$ cat config.mk
export PLATFORM = sky130hd
export DESIGN_NAME = pvt_ctl
export DESIGN_NICKNAME = d
export VERILOG_FILES = /design/src/hdl/pvt_pkg.sv /design/src/hdl/pvt_ctl.sv
export SDC_FILE = /design/constraint.sdc
export NUM_CORES = 1
export LEC_CHECK = 0
export BUFFER_PORTS_ARGS = -buffer_cell sky130_fd_sc_hd__buf_2
export CORE_AREA = 4 4 41 43
export DETAILED_ROUTE_END_ITERATION = 6
export DIE_AREA = 0 0 45 47
export SETUP_SLACK_MARGIN = 0.4
export SYNTH_ARGS = -nofsm -noshare
export SYNTH_HDL_FRONTEND = slang
export SYNTH_SLANG_ARGS = --single-unit
$ cat constraint.sdc
create_clock -name clk -period 2.2 [get_ports clk]
set_input_delay 0.11 -clock clk [delete_from_list [all_inputs] [get_ports clk]]
set_output_delay 0.11 -clock clk [all_outputs]
set_load 0.01 [all_outputs]
$ cat src/hdl/pvt_pkg.sv
// Shared types and constants for the polygon vertex table with snap search.
package pvt_pkg;

	localparam int MAX_BLOCKS_DEF = 256;
	localparam int MAX_VERTS_DEF  = 8;

	typedef enum logic [2:0] {
		OP_APPEND     = 3'd0,
		OP_DELETE     = 3'd1,
		OP_CLEAR      = 3'd2,
		OP_SNAP_PLAN  = 3'd3,
		OP_SNAP_PROJ  = 3'd4,
		OP_SNAP_BLOCK = 3'd5
	} op_t;

	typedef enum logic [1:0] {
		ST_OK        = 2'd0,
		ST_MISS      = 2'd1,
		ST_REJECT    = 2'd2,
		ST_BAD_INDEX = 2'd3
	} status_t;

	typedef struct packed {
		logic load;
		logic exec;
		logic run;
		logic emit;
	} pvt_cmd_t;

	typedef struct packed {
		logic need_copy;
		logic need_shift;
		logic need_scan;
		logic hit;
		logic drained;
		logic out_busy;
	} pvt_stat_t;

endpackage

$ cat src/hdl/pvt_ctl.sv
// Controller state machine that sequences execute, sweep and response phases.
module pvt_ctl
	import pvt_pkg::*;
(
	input  logic      clk,
	input  logic      arst_n,
	input  logic      in_valid,
	output logic      in_ready,
	input  pvt_stat_t stat,
	output pvt_cmd_t  cmd
);

	typedef enum logic [5:0] {
		S_IDLE  = 6'b000001,
		S_EXEC  = 6'b000010,
		S_COPY  = 6'b000100,
		S_SHIFT = 6'b001000,
		S_SCAN  = 6'b010000,
		S_RESP  = 6'b100000
	} state_t;

	state_t state_q;
	state_t state_d;

	always_comb begin
		state_d = state_q;
		case (state_q)
			S_IDLE: begin
				if (in_valid) begin
					state_d = S_EXEC;
				end
			end
			S_EXEC: begin
				if (stat.need_copy) begin
					state_d = S_COPY;
				end else if (stat.need_shift) begin
					state_d = S_SHIFT;
				end else if (stat.need_scan) begin
					state_d = S_SCAN;
				end else begin
					state_d = S_RESP;
				end
			end
			S_COPY, S_SHIFT: begin
				if (stat.drained) begin
					state_d = S_RESP;
				end
			end
			S_SCAN: begin
				if (stat.hit || stat.drained) begin
					state_d = S_RESP;
				end
			end
			S_RESP: begin
				if (!stat.out_busy) begin
					state_d = S_IDLE;
				end
			end
			default: state_d = S_IDLE;
		endcase
	end

	always_ff @(posedge clk or negedge arst_n) begin
		if (!arst_n) begin
			state_q <= S_IDLE;
		end else begin
			state_q <= state_d;
		end
	end

	assign in_ready = (state_q == S_IDLE);
	assign cmd.load = (state_q == S_IDLE) && in_valid;
	assign cmd.exec = (state_q == S_EXEC);
	assign cmd.run  = (state_q == S_COPY) || (state_q == S_SHIFT) || (state_q == S_SCAN);
	assign cmd.emit = (state_q == S_RESP) && !stat.out_busy;

endmodule

==> metrics.csv <==
metric,value,unit
insertedDiodeCount,0,
track_usage,11.8,%
hp-start,stat[3],
numClockSinks,6,
period_share,80.4,%
setup_ws,0.431,ns
synth_flop_cell,dfrtp_1,
grt-ovfl-total,0,
syn_nets,47,
irDropWorstVdd,480,uV
dr_total_vias,401,
finalMaxSlewViolations,0,
cts_buffers,3,
clk_path_buf_depth,2,
crit_arrival,1.66,ns
synth_edf_count,0,
tns,0,ns
setup_viol,0,
largestRegisters,state_q x6,
final.min_clock_period,1.77,ns
hold_path.class,input port to register,
async_flop_share,100,%
viasPerCell,5.21,
power_leakage,0.297,nW
synth_common_cells,"5 x dfrtp_1, 4 x o21ai_0, 3 x nor2_1, 2 x nor3b_1",
cts_root_buf,clkbuf_4,
detail_route.iter0.violations,4,
layout.nets,72,
ys_seq_area_share,36.7,%
die_w,45,um
syn_inst,38,
maxCapViolCount,0,
grt_max_degree,9,
drc_errors,0,
dp_hpwl,749,um
synth.most_common_cell,dfrtp_1,
r2r_slack,0.45,ns
cellPowerDensity,1040,mW/mm^2
gp_congestion,0.729,
critPathLaunch,state_q[5]$_DFFE_PN0P_,
crit_fanout,3,
ys.warnings.count,0,
hold_end,state_q[4]$_DFFE_PN0P_,
routed_wl,1020,um
crit_type,register to output port,
grt_setup_unrepaired,yes,
fmax,0.565,GHz
io_buffers,13,
num_io_pins,14,
synth.area.top_cells,"dfrtp_1 30%, dfstp_2 6.4%, nor4b_4 5.8%",
critPathLaunchType,register,
synth.distinct_cells,28,
regMostFlops,state_q,
layout-drive-gt1-share,53.2,%
fillCellCount,136,
synth_area_leader_cell,dfrtp_1,
yosys.area.top_type_share,30.3,%
grt_pass1_wl,1700,um
rows,13,
initial_utilization,31.7,%
netlist_area,413,sq um
synthToLayoutAreaGrowth,45.5,%
reg2reg_from,state_q[2]$_DFFE_PN0P_,
grt_antenna_before_repair,0,
grt_pass1_vias,374,
ys_seq_elements,6,
ant_nets,0,
drt-wirelength-per-cell,13.2,um
clk_pin_slew_worst_paths,0.06,ns
final.setup_skew,0.0171,ns
rr_worst_depth,4,
whs_path_depth,2,
hold_viol,0,
slew_headroom,68.5,%
drtPass1Iterations,2,
clkLatencyLatePin,0.25,ns
cp.required,2.09,ns
status,"finished, final reports clean",
core,0.00130,sq mm
worst_slew_pin_slew,0.468,ns
tritoncts,done,
dp_worst_setup_slack,0.414,ns
largest_register_ffs,6,
htreeDepth,1,
avgSynthCellArea,10.9,sq um
cp-end-kind,output port,
die_y,47,um
dieArea,0.00212,sq mm
r2r-end,state_q[5]$_DFFE_PN0P_,
==> cell usage in the layout, fill, tap and decap left out, types with 2 or more instances in the layout <==
master    instances
buf_2            13
buf_4             6
clkbuf_4          3
dfrtp_1           3
dfrtp_2           2
nor2_1            3
nor4b_4           2
o21ai_0           4
==> cell families (layout without fill, tap and decap cells) <==
logic type | count (synthesis) | in the layout | share of synthesized area, %
buffers and inverters | 1 | 25 | 0.908
AOI/OAI and AO/OA | 11 | 11 | 20.9
and+or+nand+nor | 19 | 19 | 39.4
xor gates and xnor gates | 1 | 1 | 2.12
DFF | 6 | 6 | 36.7
==> layout make-up <==
| type | count | area, sq um | area share [%] |
|---|---|---|---|
| timing repair buffer | 20 | 120 | 20.0 |
| sequential | 6 | 154 | 25.6 |
| inverter | 1 | 3.75 | 0.625 |
| tap | 15 | 18.8 | 3.13 |
| multi-input combinational | 31 | 278 | 46.2 |
| clock buffer | 4 | 26.3 | 4.38 |
==> routing by layer <==
layer / vias up / routed length (um) / GRT usage (%)
met5: - / 0 / 0
met4: 0 / 21 / 9.36
met3: 2 / 68 / 3.83
met1: 182 / 502 / 14.3
met2: 13 / 424 / 16.9
li1: 204 / - / -
==> timing repair <==
action	CTS	global route
buffers inserted	3	3
gates resized for setup	3	2
hold buffers	1	0
endpoints found under the hold margin	6	0
setup endpoints to repair	2	3
pin swaps	0	3
==> stage by stage <==
stage | utilization, % | instances | hold WS, ns | power [mW] | instance area, sq um
CTS | 43.7 | 74 | 0.102 | 0.601 | 568
global placement | 38.2 | 66 | -0.0600 | 0.448 | 497
detailed placement | 38.2 | 66 | -0.0578 | 0.448 | 497
floorplan | - | 38 | -0.186 | 0.370 | 413
finish | 46.2 | 77 | 0.137 | 0.624 | 601
global route | 46.2 | 77 | 0.130 | 0.685 | 601
==> how the worst max path moves through the flow <==
stage | endpoint | slack (ns) | depth (start not counted)
floorplan | cmd[3] | 0.46 | 3
global placement | cmd[3] | 0.43 | 4
detailed placement | cmd[3] | 0.41 | 4
CTS | cmd[3] | 0.39 | 4
global route | cmd[3] | 0.33 | 4
finish | cmd[3] | 0.43 | 4
==> report_power, final <==
group | total [mW] | switching (mW) | internal (mW)
logic | 0.317 | 0.137 | 0.180
clock network | 0.110 | 0.0412 | 0.0688
registers | 0.197 | 0.0482 | 0.149
==> worst max-delay path, cell delays in order, from the launching register on <==
cell,delay [ns]
dfrtp_2,0.39
or4_4,0.57
nor3b_4,0.21
and2_1,0.14
buf_2,0.12
Note: power is estimated with default switching activity, not from simulation.
